## config.mk

```make
export PLATFORM = sky130hd
export DESIGN_NAME = fit_policy_segment_allocator_unit
export DESIGN_NICKNAME = d
export VERILOG_FILES = /design/src/sv/fpsa_pkg.sv /design/src/sv/fpsa_alu.sv /design/src/sv/fit_policy_segment_allocator_unit.sv
export SDC_FILE = /design/constraint.sdc
export NUM_CORES = 1
export LEC_CHECK = 0
export BUFFER_PORTS_ARGS = -buffer_cell sky130_fd_sc_hd__clkbuf_2
export CORE_ASPECT_RATIO = 0.5
export CORE_UTILIZATION = 37
export DETAILED_ROUTE_END_ITERATION = 10
export PLACE_DENSITY = 0.55
export SLEW_MARGIN = 20
export SYNTH_ARGS = -nofsm -noshare
export SYNTH_HDL_FRONTEND = slang
export SYNTH_HIERARCHICAL = 1
export SYNTH_SLANG_ARGS = --single-unit
```

## constraint.sdc

```tcl
create_clock -name i_clk -period 9.1 [get_ports i_clk]
set_clock_uncertainty 0.05 [all_clocks]
set_input_delay 0 -clock i_clk [delete_from_list [all_inputs] [get_ports i_clk]]
set_output_delay 0 -clock i_clk [all_outputs]
set_load 0.005 [all_outputs]
```

## src/sv/fpsa_pkg.sv

```systemverilog
// Shared types, codes and constants of the segment allocator.
`timescale 1ns / 1ps

package fpsa_pkg;

    localparam int MAX_SEGMENTS_DEF = 16;
    localparam int OWNER_BITS_DEF   = 8;

    localparam int SIZE_W   = 20;
    localparam int REQ_W    = 16;
    localparam int PID_W    = 8;
    localparam int ACTION_W = 2;
    localparam int METHOD_W = 2;
    localparam int STATUS_W = 2;
    localparam int OIDX_W   = 4;
    localparam int OTOT_W   = 5;

    localparam logic [ACTION_W-1:0] ACT_LOAD  = 2'd0;
    localparam logic [ACTION_W-1:0] ACT_ALLOC = 2'd1;
    localparam logic [ACTION_W-1:0] ACT_FREE  = 2'd2;

    localparam logic [METHOD_W-1:0] FIT_FIRST = 2'd0;
    localparam logic [METHOD_W-1:0] FIT_BEST  = 2'd1;
    localparam logic [METHOD_W-1:0] FIT_WORST = 2'd2;

    localparam logic [STATUS_W-1:0] ST_OK      = 2'd0;
    localparam logic [STATUS_W-1:0] ST_NOFIT   = 2'd1;
    localparam logic [STATUS_W-1:0] ST_NOOWNER = 2'd2;
    localparam logic [STATUS_W-1:0] ST_FULL    = 2'd3;

    typedef enum logic {
        ALU_ADD = 1'b0,
        ALU_SUB = 1'b1
    } t_alu_op;

    typedef struct packed {
        t_alu_op             op;
        logic [SIZE_W-1:0]   a;
        logic [SIZE_W-1:0]   b;
    } t_alu_req;

    typedef struct packed {
        logic [SIZE_W-1:0]   res;
        logic                borrow;
    } t_alu_rsp;

endpackage

```

## src/sv/fpsa_alu.sv

```systemverilog
// Shared adder of the allocator: saturating add and subtract with borrow.
`timescale 1ns / 1ps

module fpsa_alu (
    input  fpsa_pkg::t_alu_req i_req,
    output fpsa_pkg::t_alu_rsp o_rsp
);
    import fpsa_pkg::*;

    logic [SIZE_W:0] w_sum;
    logic [SIZE_W:0] w_diff;

    assign w_sum  = {1'b0, i_req.a} + {1'b0, i_req.b};
    assign w_diff = {1'b0, i_req.a} - {1'b0, i_req.b};

    always_comb begin
        o_rsp = '0;
        unique case (i_req.op)
            ALU_ADD: begin
                o_rsp.res    = w_sum[SIZE_W] ? {SIZE_W{1'b1}} : w_sum[SIZE_W-1:0];
                o_rsp.borrow = 1'b0;
            end
            ALU_SUB: begin
                o_rsp.res    = w_diff[SIZE_W-1:0];
                o_rsp.borrow = w_diff[SIZE_W];
            end
            default: begin
                o_rsp.res    = '0;
                o_rsp.borrow = 1'b0;
            end
        endcase
    end

endmodule

```

## src/sv/fit_policy_segment_allocator_unit.sv

```systemverilog
// Top level of the segment allocator: segment table, sequencer and result register.
//
// Input channel: i_valid with o_stall; a beat carries action, request size, fit method
// and process id. Output channel: o_valid with i_stall; a beat carries status, segment
// index and segment total. One result beat follows every input beat, in order.
// The block takes one item at a time; o_stall is high from the accepting edge until the
// result is placed in the output register. The segment table is a memory with one read
// and one write per cycle, so the sequencer walks it one entry at a time:
//   load, undefined action or invalid fit method: the result follows directly.
//   allocate: a read and a fit test per scanned entry (plus a compare for best or worst fit),
//             a read and a write per entry moved for the leftover, then the leftover and pick writes.
//   free:     a read and a test per entry scanned for the owner, then a read and a write per
//             entry of the table for the merge of adjacent free segments.
// When the receiver stalls, the finished result waits in the output register and the
// next item is still accepted; a further result waits inside until the register frees.
// Reset empties the table (count zero), clears o_valid and returns to idle. The
// table contents themselves are not cleared; only entries below the count are read.
`timescale 1ns / 1ps

module fit_policy_segment_allocator_unit #(
    parameter int MAX_SEGMENTS = fpsa_pkg::MAX_SEGMENTS_DEF,
    parameter int OWNER_BITS   = fpsa_pkg::OWNER_BITS_DEF
) (
    input  logic                            i_clk,
    input  logic                            i_rst_n,
    input  logic                            i_valid,
    output logic                            o_stall,
    input  logic [fpsa_pkg::ACTION_W-1:0]   i_action,
    input  logic [fpsa_pkg::REQ_W-1:0]      i_request_size,
    input  logic [fpsa_pkg::METHOD_W-1:0]   i_fit_method,
    input  logic [fpsa_pkg::PID_W-1:0]      i_process_id,
    output logic                            o_valid,
    input  logic                            i_stall,
    output logic [fpsa_pkg::STATUS_W-1:0]   o_status,
    output logic [fpsa_pkg::OIDX_W-1:0]     o_segment_index,
    output logic [fpsa_pkg::OTOT_W-1:0]     o_segment_total
);
    import fpsa_pkg::*;

    localparam int IW    = (MAX_SEGMENTS > 1) ? $clog2(MAX_SEGMENTS) : 1;
    localparam int CW    = $clog2(MAX_SEGMENTS + 1);
    localparam int OB_IN = (OWNER_BITS < PID_W) ? OWNER_BITS : PID_W;

    typedef struct packed {
        logic [SIZE_W-1:0]     size;
        logic                  free;
        logic [OWNER_BITS-1:0] owner;
    } t_entry;

    typedef enum logic [13:0] {
        S_IDLE  = 14'b00000000000001,
        S_ARD   = 14'b00000000000010,
        S_AFIT  = 14'b00000000000100,
        S_ACMP  = 14'b00000000001000,
        S_ADEC  = 14'b00000000010000,
        S_SRD   = 14'b00000000100000,
        S_SWR   = 14'b00000001000000,
        S_SPLIT = 14'b00000010000000,
        S_APICK = 14'b00000100000000,
        S_FRD   = 14'b00001000000000,
        S_FEV   = 14'b00010000000000,
        S_MRD   = 14'b00100000000000,
        S_MWR   = 14'b01000000000000,
        S_DONE  = 14'b10000000000000
    } t_state;

    t_entry r_mem [MAX_SEGMENTS];
    t_entry r_rdata;

    t_state                 r_state, n_state;
    logic [CW-1:0]          r_count, n_count;
    logic [CW-1:0]          r_idx, n_idx;
    logic [CW-1:0]          r_w, n_w;
    logic [IW-1:0]          r_pick, n_pick;
    logic                   r_found, n_found;
    logic [SIZE_W-1:0]      r_pick_size, n_pick_size;
    logic [SIZE_W-1:0]      r_left, n_left;
    logic [SIZE_W-1:0]      r_cand_left, n_cand_left;
    logic [REQ_W-1:0]       r_req, n_req;
    logic [METHOD_W-1:0]    r_method, n_method;
    logic [OWNER_BITS-1:0]  r_owner, n_owner;
    t_entry                 r_last, n_last;
    logic [STATUS_W-1:0]    r_res_status, n_res_status;
    logic [IW-1:0]          r_res_index, n_res_index;
    logic                   r_o_valid, n_o_valid;
    logic [STATUS_W-1:0]    r_o_status, n_o_status;
    logic [OIDX_W-1:0]      r_o_index, n_o_index;
    logic [OTOT_W-1:0]      r_o_total, n_o_total;

    logic                   w_we;
    logic [IW-1:0]          w_waddr;
    t_entry                 w_wdata;
    logic                   w_re;
    logic [IW-1:0]          w_raddr;

    t_alu_req               w_alu_req;
    t_alu_rsp               w_alu_rsp;

    logic                   w_accept;
    logic [OWNER_BITS-1:0]  w_owner_in;
    logic [CW-1:0]          w_pick_p1;
    logic [CW-1:0]          w_idx_m1;
    logic [CW-1:0]          w_w_m1;
    logic                   w_fits;
    t_entry                 w_cur;

    fpsa_alu u_alu (
        .i_req (w_alu_req),
        .o_rsp (w_alu_rsp)
    );

    assign o_stall         = (r_state != S_IDLE);
    assign w_accept        = i_valid && !o_stall;
    assign w_owner_in      = OWNER_BITS'(i_process_id[OB_IN-1:0]);
    assign w_pick_p1       = CW'(r_pick) + CW'(1);
    assign w_idx_m1        = r_idx - CW'(1);
    assign w_w_m1          = r_w - CW'(1);
    assign w_fits          = r_rdata.free && !w_alu_rsp.borrow;
    assign o_valid         = r_o_valid;
    assign o_status        = r_o_status;
    assign o_segment_index = r_o_index;
    assign o_segment_total = r_o_total;

    always_comb begin
        w_cur = r_rdata;
        if (r_idx[IW-1:0] == r_pick) begin
            w_cur.free  = 1'b1;
            w_cur.owner = '0;
        end
    end

    always_ff @(posedge i_clk) begin
        if (w_we) begin
            r_mem[w_waddr] <= w_wdata;
        end
        if (w_re) begin
            r_rdata <= r_mem[w_raddr];
        end
    end

    always_comb begin
        w_alu_req.op = ALU_SUB;
        w_alu_req.a  = r_rdata.size;
        w_alu_req.b  = SIZE_W'(r_req);
        unique case (r_state)
            S_ACMP: begin
                if (r_method == FIT_BEST) begin
                    w_alu_req.a = r_rdata.size;
                    w_alu_req.b = r_pick_size;
                end else begin
                    w_alu_req.a = r_pick_size;
                    w_alu_req.b = r_rdata.size;
                end
            end
            S_MWR: begin
                w_alu_req.op = ALU_ADD;
                w_alu_req.a  = r_last.size;
                w_alu_req.b  = w_cur.size;
            end
            default: begin
                w_alu_req.op = ALU_SUB;
            end
        endcase
    end

    always_comb begin
        n_state      = r_state;
        n_count      = r_count;
        n_idx        = r_idx;
        n_w          = r_w;
        n_pick       = r_pick;
        n_found      = r_found;
        n_pick_size  = r_pick_size;
        n_left       = r_left;
        n_cand_left  = r_cand_left;
        n_req        = r_req;
        n_method     = r_method;
        n_owner      = r_owner;
        n_last       = r_last;
        n_res_status = r_res_status;
        n_res_index  = r_res_index;
        n_o_valid    = r_o_valid;
        n_o_status   = r_o_status;
        n_o_index    = r_o_index;
        n_o_total    = r_o_total;
        w_we         = 1'b0;
        w_waddr      = '0;
        w_wdata      = '0;
        w_re         = 1'b0;
        w_raddr      = r_idx[IW-1:0];

        if (r_o_valid && !i_stall) begin
            n_o_valid = 1'b0;
        end

        unique case (r_state)
            S_IDLE: begin
                if (w_accept) begin
                    n_req        = i_request_size;
                    n_method     = i_fit_method;
                    n_owner      = w_owner_in;
                    n_idx        = '0;
                    n_found      = 1'b0;
                    n_pick       = '0;
                    n_res_status = ST_NOFIT;
                    n_res_index  = '0;
                    n_state      = S_DONE;
                    case (i_action)
                        ACT_LOAD: begin
                            if (r_count >= CW'(MAX_SEGMENTS)) begin
                                n_res_status = ST_FULL;
                            end else begin
                                w_we         = 1'b1;
                                w_waddr      = r_count[IW-1:0];
                                w_wdata.size = SIZE_W'(i_request_size);
                                w_wdata.free = 1'b1;
                                w_wdata.owner = '0;
                                n_count      = r_count + CW'(1);
                                n_res_status = ST_OK;
                                n_res_index  = r_count[IW-1:0];
                            end
                        end
                        ACT_ALLOC: begin
                            if (i_fit_method == FIT_FIRST || i_fit_method == FIT_BEST ||
                                i_fit_method == FIT_WORST) begin
                                n_state = S_ARD;
                            end
                        end
                        ACT_FREE: begin
                            n_state = S_FRD;
                        end
                        default: begin
                            n_res_status = ST_NOFIT;
                        end
                    endcase
                end
            end
            S_ARD: begin
                if (r_idx == r_count) begin
                    n_state = S_ADEC;
                end else begin
                    w_re    = 1'b1;
                    n_state = S_AFIT;
                end
            end
            S_AFIT: begin
                n_cand_left = w_alu_rsp.res;
                n_idx       = r_idx + CW'(1);
                n_state     = S_ARD;
                if (w_fits) begin
                    if (!r_found) begin
                        n_found     = 1'b1;
                        n_pick      = r_idx[IW-1:0];
                        n_pick_size = r_rdata.size;
                        n_left      = w_alu_rsp.res;
                        if (r_method == FIT_FIRST) begin
                            n_state = S_ADEC;
                        end
                    end else begin
                        n_idx   = r_idx;
                        n_state = S_ACMP;
                    end
                end
            end
            S_ACMP: begin
                if (w_alu_rsp.borrow) begin
                    n_pick      = r_idx[IW-1:0];
                    n_pick_size = r_rdata.size;
                    n_left      = r_cand_left;
                end
                n_idx   = r_idx + CW'(1);
                n_state = S_ARD;
            end
            S_ADEC: begin
                if (!r_found) begin
                    n_res_status = ST_NOFIT;
                    n_state      = S_DONE;
                end else if (r_left == '0) begin
                    n_state = S_APICK;
                end else if (r_count >= CW'(MAX_SEGMENTS)) begin
                    n_res_status = ST_FULL;
                    n_state      = S_DONE;
                end else begin
                    n_idx   = r_count;
                    n_state = S_SRD;
                end
            end
            S_SRD: begin
                if (r_idx > w_pick_p1) begin
                    w_re    = 1'b1;
                    w_raddr = w_idx_m1[IW-1:0];
                    n_state = S_SWR;
                end else begin
                    n_state = S_SPLIT;
                end
            end
            S_SWR: begin
                w_we    = 1'b1;
                w_waddr = r_idx[IW-1:0];
                w_wdata = r_rdata;
                n_idx   = w_idx_m1;
                n_state = S_SRD;
            end
            S_SPLIT: begin
                w_we          = 1'b1;
                w_waddr       = w_pick_p1[IW-1:0];
                w_wdata.size  = r_left;
                w_wdata.free  = 1'b1;
                w_wdata.owner = '0;
                n_count       = r_count + CW'(1);
                n_state       = S_APICK;
            end
            S_APICK: begin
                w_we          = 1'b1;
                w_waddr       = r_pick;
                w_wdata.size  = SIZE_W'(r_req);
                w_wdata.free  = 1'b0;
                w_wdata.owner = r_owner;
                n_res_status  = ST_OK;
                n_res_index   = r_pick;
                n_state       = S_DONE;
            end
            S_FRD: begin
                if (r_idx == r_count) begin
                    n_res_status = ST_NOOWNER;
                    n_state      = S_DONE;
                end else begin
                    w_re    = 1'b1;
                    n_state = S_FEV;
                end
            end
            S_FEV: begin
                if (!r_rdata.free && r_rdata.owner == r_owner) begin
                    n_pick  = r_idx[IW-1:0];
                    n_idx   = '0;
                    n_w     = '0;
                    n_state = S_MRD;
                end else begin
                    n_idx   = r_idx + CW'(1);
                    n_state = S_FRD;
                end
            end
            S_MRD: begin
                if (r_idx == r_count) begin
                    n_count      = r_w;
                    n_res_status = ST_OK;
                    n_res_index  = r_pick;
                    n_state      = S_DONE;
                end else begin
                    w_re    = 1'b1;
                    n_state = S_MWR;
                end
            end
            S_MWR: begin
                w_we = 1'b1;
                if (r_w != '0 && r_last.free && w_cur.free) begin
                    w_waddr       = w_w_m1[IW-1:0];
                    w_wdata.size  = w_alu_rsp.res;
                    w_wdata.free  = 1'b1;
                    w_wdata.owner = r_last.owner;
                    n_last.size   = w_alu_rsp.res;
                end else begin
                    w_waddr = r_w[IW-1:0];
                    w_wdata = w_cur;
                    n_last  = w_cur;
                    n_w     = r_w + CW'(1);
                end
                n_idx   = r_idx + CW'(1);
                n_state = S_MRD;
            end
            S_DONE: begin
                if (!r_o_valid || !i_stall) begin
                    n_o_valid  = 1'b1;
                    n_o_status = r_res_status;
                    n_o_index  = (r_res_status == ST_OK) ? OIDX_W'(r_res_index) : '0;
                    n_o_total  = OTOT_W'(r_count);
                    n_state    = S_IDLE;
                end
            end
            default: begin
                n_state = S_IDLE;
            end
        endcase
    end

    always_ff @(posedge i_clk) begin
        if (!i_rst_n) begin
            r_state   <= S_IDLE;
            r_count   <= '0;
            r_o_valid <= 1'b0;
        end else begin
            r_state   <= n_state;
            r_count   <= n_count;
            r_o_valid <= n_o_valid;
        end
        r_idx        <= n_idx;
        r_w          <= n_w;
        r_pick       <= n_pick;
        r_found      <= n_found;
        r_pick_size  <= n_pick_size;
        r_left       <= n_left;
        r_cand_left  <= n_cand_left;
        r_req        <= n_req;
        r_method     <= n_method;
        r_owner      <= n_owner;
        r_last       <= n_last;
        r_res_status <= n_res_status;
        r_res_index  <= n_res_index;
        r_o_status   <= n_o_status;
        r_o_index    <= n_o_index;
        r_o_total    <= n_o_total;
    end

endmodule
```

---- After elaboration in Yosys (flattened, before gate mapping) ----
Memory sizes are Yosys's and may differ from the RTL's. A register that Yosys moved wholly into a read port is not among the register bits.
Cells that the tools add are included.
word-level totals
  register bits ........................... 167
  bits in writable memories ............... 464
  word-level logic and storage cells ...... 208
  memories ................................ 1
cells by class
  add/subtract/negate cells ............... 8
  magnitude comparators ................... 2
  eq/ne operators ......................... 40
  multiplexer cells ....................... 92
  bitwise operators ....................... 1
  reductions and logical operators ........ 43
memory list
  name   words  bits a word  read ports  clocked after Yosys merged registers in  write ports  line                                     text
  r_mem  16     29           1           1                                        1            fit_policy_segment_allocator_unit.sv:67  t_entry r_mem [MAX_SEGMENTS];
operators with widths
  cell                                          count
  one-hot mux 14 bit (14 select lines)          1
  two-way mux 20 bit                            8
  one-hot mux 29 bit (5 select lines)           1
  two-way mux 14 bit                            10
  one-hot mux 20 bit (2 select lines)           2
  one-hot mux 40 bit (2 select lines)           1
  two-way mux 25 bit                            3
  two-way mux 5 bit                             15
  two-way mux 4 bit                             13
  one-hot mux 21 bit (2 select lines)           1
  two-way mux 40 bit                            1
  one-hot mux 5 bit (6 select lines)            1
  two-way mux 29 bit                            1
  one-hot mux 14 bit (2 select lines)           1
  inequality test 2 bit, second input constant  13
  adder 20 x 20 -> 21 bit                       1
  subtractor 20 x 20 -> 21 bit                  1
  zero test 20 bit                              1
  one-hot mux 4 bit (5 select lines)            1
  AND reduction 6 bit                           3
  two-way mux 2 bit                             8
  one-hot mux 4 bit (4 select lines)            1
  adder 5 x 1 -> 5 bit, second input constant   3
  one-hot mux 5 bit (3 select lines)            1
  52 further kinds                              94

---- Logic depth before layout (Yosys ltp) ----
Gate-level depths: netlist of the first run.
  word-level depth ........................ 10
  depth in mapped cells ................... 25
  gate-level depth less buffers ........... 21

---- Hierarchy ----
The synthesis of the first run kept the hierarchy.
modules (own cells, without submodules)
  module                             instances  cells each  area each (µm²)  seq. area each (µm²)
  fit_policy_segment_allocator_unit  1          2417        30315.3          19618.8
  fpsa_alu                           1          366         2404.8           0.0

---- Worst setup path before layout of the first run ----
No wires, ideal clock.
  kind .................................... flip-flop to flip-flop
  start point ............................. reg r_state[9]
  end point ............................... reg r_left[0] (enable)
  setup time .............................. 0.493 ns
  arrival time ............................ 7.058 ns
  data required time ...................... 8.557 ns
  path slack .............................. 1.499 ns
  stages on the path, launching flop included .. 25
  buffers on the path ..................... 4
  clock period less this slack ............ 7.601 ns
  cells stage by stage .................... dfxtp_1 buf_2 nor4_4 and2_1 and3_1 clkbuf_1 and3_1 clkbuf_1 nand2b_1 clkbuf_1 nand2_1 nand2_1 inv_1 ha_1 fa_1 nor2b_1 o211a_1 o21ai_0 o31ai_1 a31oi_1 o21bai_1 a211oi_1 nor2_1 nand2_1 o21ai_0
RTL lines
  element                 line                                      text
  start, declared         fit_policy_segment_allocator_unit.sv:70   t_state r_state, n_state;
  start signal, assigned  fit_policy_segment_allocator_unit.sv:392  r_state <= n_state;
  end signal, assigned    fit_policy_segment_allocator_unit.sv:401  r_left <= n_left;
  end, declared           fit_policy_segment_allocator_unit.sv:77   logic [SIZE_W-1:0] r_left, n_left;

==> reports/metrics.cfg, run 1 <==
[cts]
worstSkewPairLatency_ns = 0.62
path_clk_slew_ns = 0.06
clockRootBuffer = clkbuf_16
cts_buffers = 67
clkSinkCount = 660
htreeDepth = 3
clockBufferDepth = 3
cts_tree = done

[worst_setup_path]
cp_num_buf_inv = 1
crit_arrival_ns = 7.17
crit_slowest_cell = o21ai_0
crit_type = flip-flop to flip-flop
critPathCaptureType = flip-flop
crit_family = simple AND/OR/NAND/NOR gates
crit_fanout = 28
crit_top_cell = nand2_1
cp-start-kind = flip-flop
worstPathCellList = nor3_1 > nand4b_1 > o21ai_0 > nand2b_1 > nand2_1 > nand2_1 > ha_1 > fa_1 > nor2b_1 > o21ai_1 > a21oi_1 > o22ai_1 > o211ai_4 > buf_4 > o311ai_1 > o21ai_1 > mux2_2 > nand2_1 > nand3_1
slowest_delay_ns = 0.78
cp.required_ns = 9.18

[layout]
layout.nets = 2854
final_cell_mix = edfxtp_1 (640), nand2_1 (254), o21ai_0 (252)
syn_to_final_growth_pct = 12.0
multi_input_area_sq_mm = 0.0121
fin_util_pct = 42.2
regArea_sq_mm = 0.0196
final_layout_size_suffix_gt1_share_pct = 10.1
layout_commonest_cell = edfxtp_1
num-fill-cells = 7917
antenna_cells = 0

[floorplanning]
rows = 76
start_util_pct = 37.7
core_sq_mm = 0.0868
dieArea_sq_mm = 0.0897
die_x_um = 423
die_h_um = 212
io_pins = 45

[placement]
place_hpwl_um = 57900
place_congestion = 0.875
port_buffers = 44

[synth]
synth_edf_count = 640
synth_async_sr_flop_share_pct = 0
yosysSeqAreaShare_pct = 60.0
ys_types = 88
synth-main-ff-cell = edfxtp_1
yosysWarnings = 6
avgSynthCellArea_sq_um = 11.8
syn_inst = 2783
synth_seq_cells = 660
syn_nets = 2874
synth_area_sq_mm = 0.0327

[drt]
drt-pass1-iter-count = 6
wl_um = 98600
via_count = 24800
antenna_left = 0
drc = 0
vias_per_cell = 6.23
wire_per_inst_um = 24.8
drtIter0Drc = 2992

[sta]
finalMaxSlewViolations = 0
hold_ws_ns = 0.0635
worst_pin_slew_ns = 1.21
slew-limit-headroom_pct = 19.2
hold_violations = 0
fin_crit_ns = 7.09
fin_tns_setup_ns = 0
period_share_pct = 77.9
fmax_ghz = 0.141
rsz0062_at_grt = no
setup_violations = 0

[power_and_ir_drop]
vdd_drop_max_uv = 229
powerDensity_mw_per_mm2 = 234
total_power_w = 0.00857
p_leak_nw = 12.4

[run_status]
status = complete, no violations

[grt]
first_global_vias = 22900
antenna_found_initial = 1
grt_first_pass_wirelength_um = 146000
grt_max_degree = 195
grt_use_total_pct = 21.5
overflow = 0

[hold_path]
timing.hold.worst.class = primary input to flip-flop

[job]
cap_violations = 0

[power by group]
| part | internal [W] | leakage, nW | switching, W |
|---|---|---|---|
| Combinational | 0.000762 | 4.88 | 0.00154 |
| Sequential | 0.00346 | 6.46 | 0.0000774 |
| Clock | 0.00157 | 1.04 | 0.00117 |
[cell families after synthesis]
kind of cell | count (synthesis) | synth area share (%)
compound gates | 955 | 19.8
flops | 660 | 60.0
simple gates | 693 | 10.2
xor+xnor | 32 | 0.857
mux | 85 | 3.06
buf+inv | 299 | 3.80
fa+ha+maj | 59 | 2.30
[final timing paths]
kind / from / end / slack, ns / depth (start not counted)
worst max-delay path: r_state[9]$_SDFFE_PN0P_ / r_mem[15][13]$_DFFE_PP_ / 2.01 / 19
worst min-delay path: i_process_id[0] / r_owner[0]$_DFFE_PP_ / 0.06 / 2
worst max register to register: r_state[9]$_SDFFE_PN0P_ / r_mem[15][13]$_DFFE_PP_ / 2.01 / 19
worst min register to register: r_res_status[1]$_DFFE_PP_ / o_status[1]$_DFFE_PP_ / 0.40 / 0
[through the flow]
step                setup WS [ns]  std cells  cell area, sq um
finish                       2.01       3984             36700
global route                 1.63       3984             36700
CTS                          2.12       3984             36600
detailed placement           2.15       3831             34200
global placement             2.12       3831             34200
floorplan                    1.50       2783             32700
[worst reg2reg max path: cells and delay by family, from the launching register on]
family | cells | cell delay, ns
AOI/OAI and AO/OA | 7 | 2.42
adders and majority gates | 2 | 0.63
buffers and inverters | 1 | 0.29
DFF | 1 | 0.40
muxes | 1 | 0.32
and+or+nand+nor | 8 | 2.48
[area by class of cell]
| class | count | share of cell area (%) |
|---|---|---|
| clock buffer | 87 | 4.90 |
| multi-input combinational | 1824 | 33.1 |
| tap | 1170 | 3.99 |
| sequential | 660 | 53.5 |
| timing repair buffer | 136 | 2.85 |
| inverter | 74 | 0.771 |
| clock inverter | 33 | 0.905 |
[synthesized netlist by cell type (15+ instances only)]
library cell	number	share of area, %
nand4_1	38	0.73
inv_1	72	0.83
a222oi_1	16	0.49
clkbuf_1	139	1.6
nor2_1	106	1.2
mux2_2	25	0.86
nand3_1	116	1.8
nor2b_1	20	0.38
o21ai_0	257	3.9
nor4_1	23	0.44
xor2_1	21	0.56
o2111ai_1	15	0.40
nand2_1	256	2.9
dfxtp_1	20	1.2
and2_1	20	0.38
nor3_1	52	0.80
buf_2	72	1.1
mux2i_1	51	1.6
o221ai_1	177	4.7
edfxtp_1	640	59
o22ai_1	215	4.1
a21oi_1	76	1.2
ha_1	57	2.2
a22oi_1	61	1.4
[sequential cells by signal, summed over array words and instances, names as in the netlist]
name,flops
r_mem,464
r_last,29
r_rdata,29
r_cand_left,20
r_left,20
r_pick_size,20
r_req,16
r_state,14
r_owner,8
o_segment_total,5
r_count,5
r_idx,5
r_w,5
o_segment_index,4
r_pick,4
r_res_index,4
o_status,2
r_method,2
r_res_status,2
o_valid,1
r_found,1
[per-layer routing]
| layer | track usage [%] | part of all wire (%) | vias to the layer above |
|---|---|---|---|
| met2 | 32.2 | 43 | 1036 |
| li1 | - | - | 11100 |
| met4 | 4.74 | 1.8 | 0 |
| met1 | 32.4 | 47 | 12500 |
| met3 | 3.69 | 8.3 | 137 |
| met5 | 0 | 0 | - |
[repair_timing]
action / 4_1_cts / 5_1_grt
gates resized for setup: 0 / 0
endpoints found under the hold margin: 58 / 0
hold buffers: 33 / 0
buffers inserted: 0 / 0
Power figures use the tool's default switching activity.
==> run 2, diff against run 1 <==
--- a/config.mk
+++ b/config.mk
@@ -9,7 +9,7 @@
 export CORE_ASPECT_RATIO = 0.5
 export CORE_UTILIZATION = 37
 export DETAILED_ROUTE_END_ITERATION = 10
-export PLACE_DENSITY = 0.55
+export PLACE_DENSITY = 0.56
 export SLEW_MARGIN = 20
 export SYNTH_ARGS = -nofsm -noshare
 export SYNTH_HDL_FRONTEND = slang
==> constraint.sdc (replaced) <==
create_clock -name i_clk -period 5.7 [get_ports i_clk]
set_clock_uncertainty 0.05 [all_clocks]
set_input_delay 0 -clock i_clk [delete_from_list [all_inputs] [get_ports i_clk]]
set_output_delay 0 -clock i_clk [all_outputs]
set_load 0.005 [all_outputs]
==> reports/metrics.cfg, run 2 (synthesized netlist as in run 1, its figures left out) <==
[power_and_ir_drop]
vdd_drop_max_uv = 247  ; was 229 uV
p_int_w = 0.00911  ; was 0.00579 W
p_leak_nw = 12.7  ; was 12.4 nW
swShare_pct = 33.3  ; was 32.5%
powerDensity_mw_per_mm2 = 367  ; was 234 mW/mm^2
seqPwrFrac_pct = 41.4  ; was 41.3%
power_frac_clock_pct = 30.5  ; was 31.9%
total_power_w = 0.0137  ; was 0.00857 W
share_comb_of_total_power_pct = 28.1  ; was 26.8%
switchingPower_w = 0.00455  ; was 0.00278 W

[sta]
worst_pin_slew_ns = 1.12  ; was 1.21 ns
fin_tns_setup_ns = 0  ; unchanged
fin_crit_ns = 5.51  ; was 7.09 ns
fmax_ghz = 0.182  ; was 0.141 GHz
period_share_pct = 96.6  ; was 77.9%
slew-limit-headroom_pct = 23.5  ; was 19.2%
finalMaxSlewViolations = 0  ; unchanged
hold_violations = 0  ; unchanged
setup_violations = 0  ; unchanged

[drt]
antenna_left = 0  ; unchanged
drt-pass1-iter-count = 8  ; was 6
drtIter0Drc = 3326  ; was 2992
drc = 0  ; unchanged
wl_um = 99900  ; was 98600 um
via_count = 25300  ; was 24800
vias_per_cell = 6.24  ; was 6.23
wire_per_inst_um = 24.7  ; was 24.8 um

[hold_path]
timing.hold.worst.class = primary input to flip-flop  ; unchanged

[worst_setup_path]
crit_type = flip-flop to flip-flop  ; unchanged
crit_arrival_ns = 5.88  ; was 7.17 ns
cp-start-kind = flip-flop  ; unchanged
cp.required_ns = 6.08  ; was 9.18 ns
critPathCaptureType = flip-flop  ; unchanged
crit_fanout = 16  ; was 28

[floorplanning]
core_sq_mm = 0.0868  ; unchanged
die_h_um = 212  ; unchanged
rows = 76  ; unchanged
dieArea_sq_mm = 0.0897  ; unchanged
io_pins = 45  ; unchanged
start_util_pct = 37.7  ; unchanged
die_x_um = 423  ; unchanged

[cts]
clkSinkCount = 660  ; unchanged
htreeDepth = 3  ; unchanged
cts_buffers = 66  ; was 67
worstSkewPairLatency_ns = 0.62  ; about the same
clockBufferDepth = 3  ; unchanged
clockRootBuffer = clkbuf_16  ; unchanged
cts_tree = done  ; unchanged
path_clk_slew_ns = 0.07  ; was 0.06 ns

[layout]
fin_util_pct = 42.9  ; was 42.2%
layout.nets = 2920  ; was 2854
largestRegisters = r_mem x464, r_last x29, r_rdata x29  ; unchanged
layout_commonest_cell = edfxtp_1  ; unchanged
final_cell_mix = edfxtp_1 (640), o21ai_0 (252), nand2_1 (252)  ; was edfxtp_1 (640), nand2_1 (254), o21ai_0 (252)
regMostFlops = r_mem  ; unchanged
num-fill-cells = 7931  ; was 7917
syn_to_final_growth_pct = 13.9  ; was 12.0%
multi_input_area_sq_mm = 0.0122  ; was 0.0121 sq mm
largest_reg_flops = 464  ; unchanged
regArea_sq_mm = 0.0196  ; unchanged
final_layout_size_suffix_gt1_share_pct = 12.5  ; was 10.1%
instances_no_fill = 4052  ; was 3984

[grt]
antenna_found_initial = 4  ; was 1
grt_use_total_pct = 21.7  ; was 21.5%
overflow = 0  ; unchanged
first_global_vias = 23500  ; was 22900
grt_first_pass_wirelength_um = 149000  ; was 146000 um
grt_max_degree = 178  ; was 195

[job]
cap_violations = 0  ; unchanged

[placement]
dp_cells = 3893  ; was 3831
place_congestion = 0.913  ; was 0.875
port_buffers = 44  ; unchanged
place_hpwl_um = 61800  ; was 57900 um

[run_status]
status = complete, no violations  ; unchanged

[run 2: changes by cell type in the layout (fill, tap and decap cells not counted), moves of 5 or more]
cell / before / now
buf_12: 4 / 16
clkbuf_1: 18 / 12
clkinv_1: 15 / 21
bufinv_16: 6 / 1
buf_4: 55 / 106
[run 2: power by group through the flow]
stage	combinational (W)	clock [W]	sequential [W]
2_1_floorplan	0.00258	0	0.00569
3_3_place_gp	0.00368	0	0.00575
3_5_place_dp	0.00374	0	0.00575
4_1_cts	0.00378	0.00424	0.00565
5_1_grt	0.00417	0.00442	0.00566
6_report	0.00384	0.00417	0.00565
[run 2: layout make-up]
cell class / count / area share, %
clock buffer: 81 / 4.75
antenna: 1 / 0.00671
multi-input combinational: 1824 / 32.6
inverter: 74 / 0.759
sequential: 660 / 52.6
timing repair buffer: 203 / 4.59
tap: 1170 / 3.93
clock inverter: 39 / 0.682
[run 2: critical path, stage by stage, from the launching register on]
cell and delay, ns:
dfxtp_1 0.33, buf_4 0.16, nor3_1 0.42, nand4b_1 0.23
nor2_1 0.14, nand3_1 0.09, a21oi_1 0.26, buf_12 0.18
nand2_1 0.06, nand2_1 0.10, inv_1 0.05, ha_1 0.42
nor3_1 0.35, o21ai_0 0.14, a21oi_1 0.33, o22ai_2 0.21
o311ai_1 0.58, a21oi_1 0.17, mux2i_2 0.35, mux2_2 0.24
nand2_1 0.05, nand2_1 0.11, buf_4 0.25
[run 2: worst paths after layout]
kind	startpoint	cells past startpoint	slack, ns	endpoint
worst max-delay path	r_state[9]$_SDFFE_PN0P_	22	0.19	r_mem[8][26]$_DFFE_PP_
worst min-delay path	i_process_id[0]	2	0.05	r_owner[0]$_DFFE_PP_
worst max register to register	r_state[9]$_SDFFE_PN0P_	22	0.19	r_mem[8][26]$_DFFE_PP_
worst min register to register	r_res_status[1]$_DFFE_PP_	0	0.40	o_status[1]$_DFFE_PP_
[run 2: per-stage QoR]
stage | hold slack (ns) | cell area [sq um] | setup slack [ns]
finish | 0.0513 | 37300 | 0.193
global placement | 0.127 | 34800 | 0.222
global route | 0.0412 | 37300 | -0.0134
floorplan | 0.0489 | 32700 | 0.0464
detailed placement | 0.132 | 34800 | 0.165
CTS | 0.0181 | 37200 | 0.114
[run 2: timing repair]
item	in CTS	in global routing
gates resized for setup	0	15
buffers inserted	0	3
endpoints found under the setup margin	0	322
hold endpoints to repair	218	0
hold buffers	35	0
[run 2: metal layers]
metal	track usage, %	up-vias	routed length (um)
met5	0	-	0
met4	5.56	0	2120
met3	3.24	153	8310
met2	32.8	1194	43800
met1	32.6	12700	45700
li1	-	11300	-
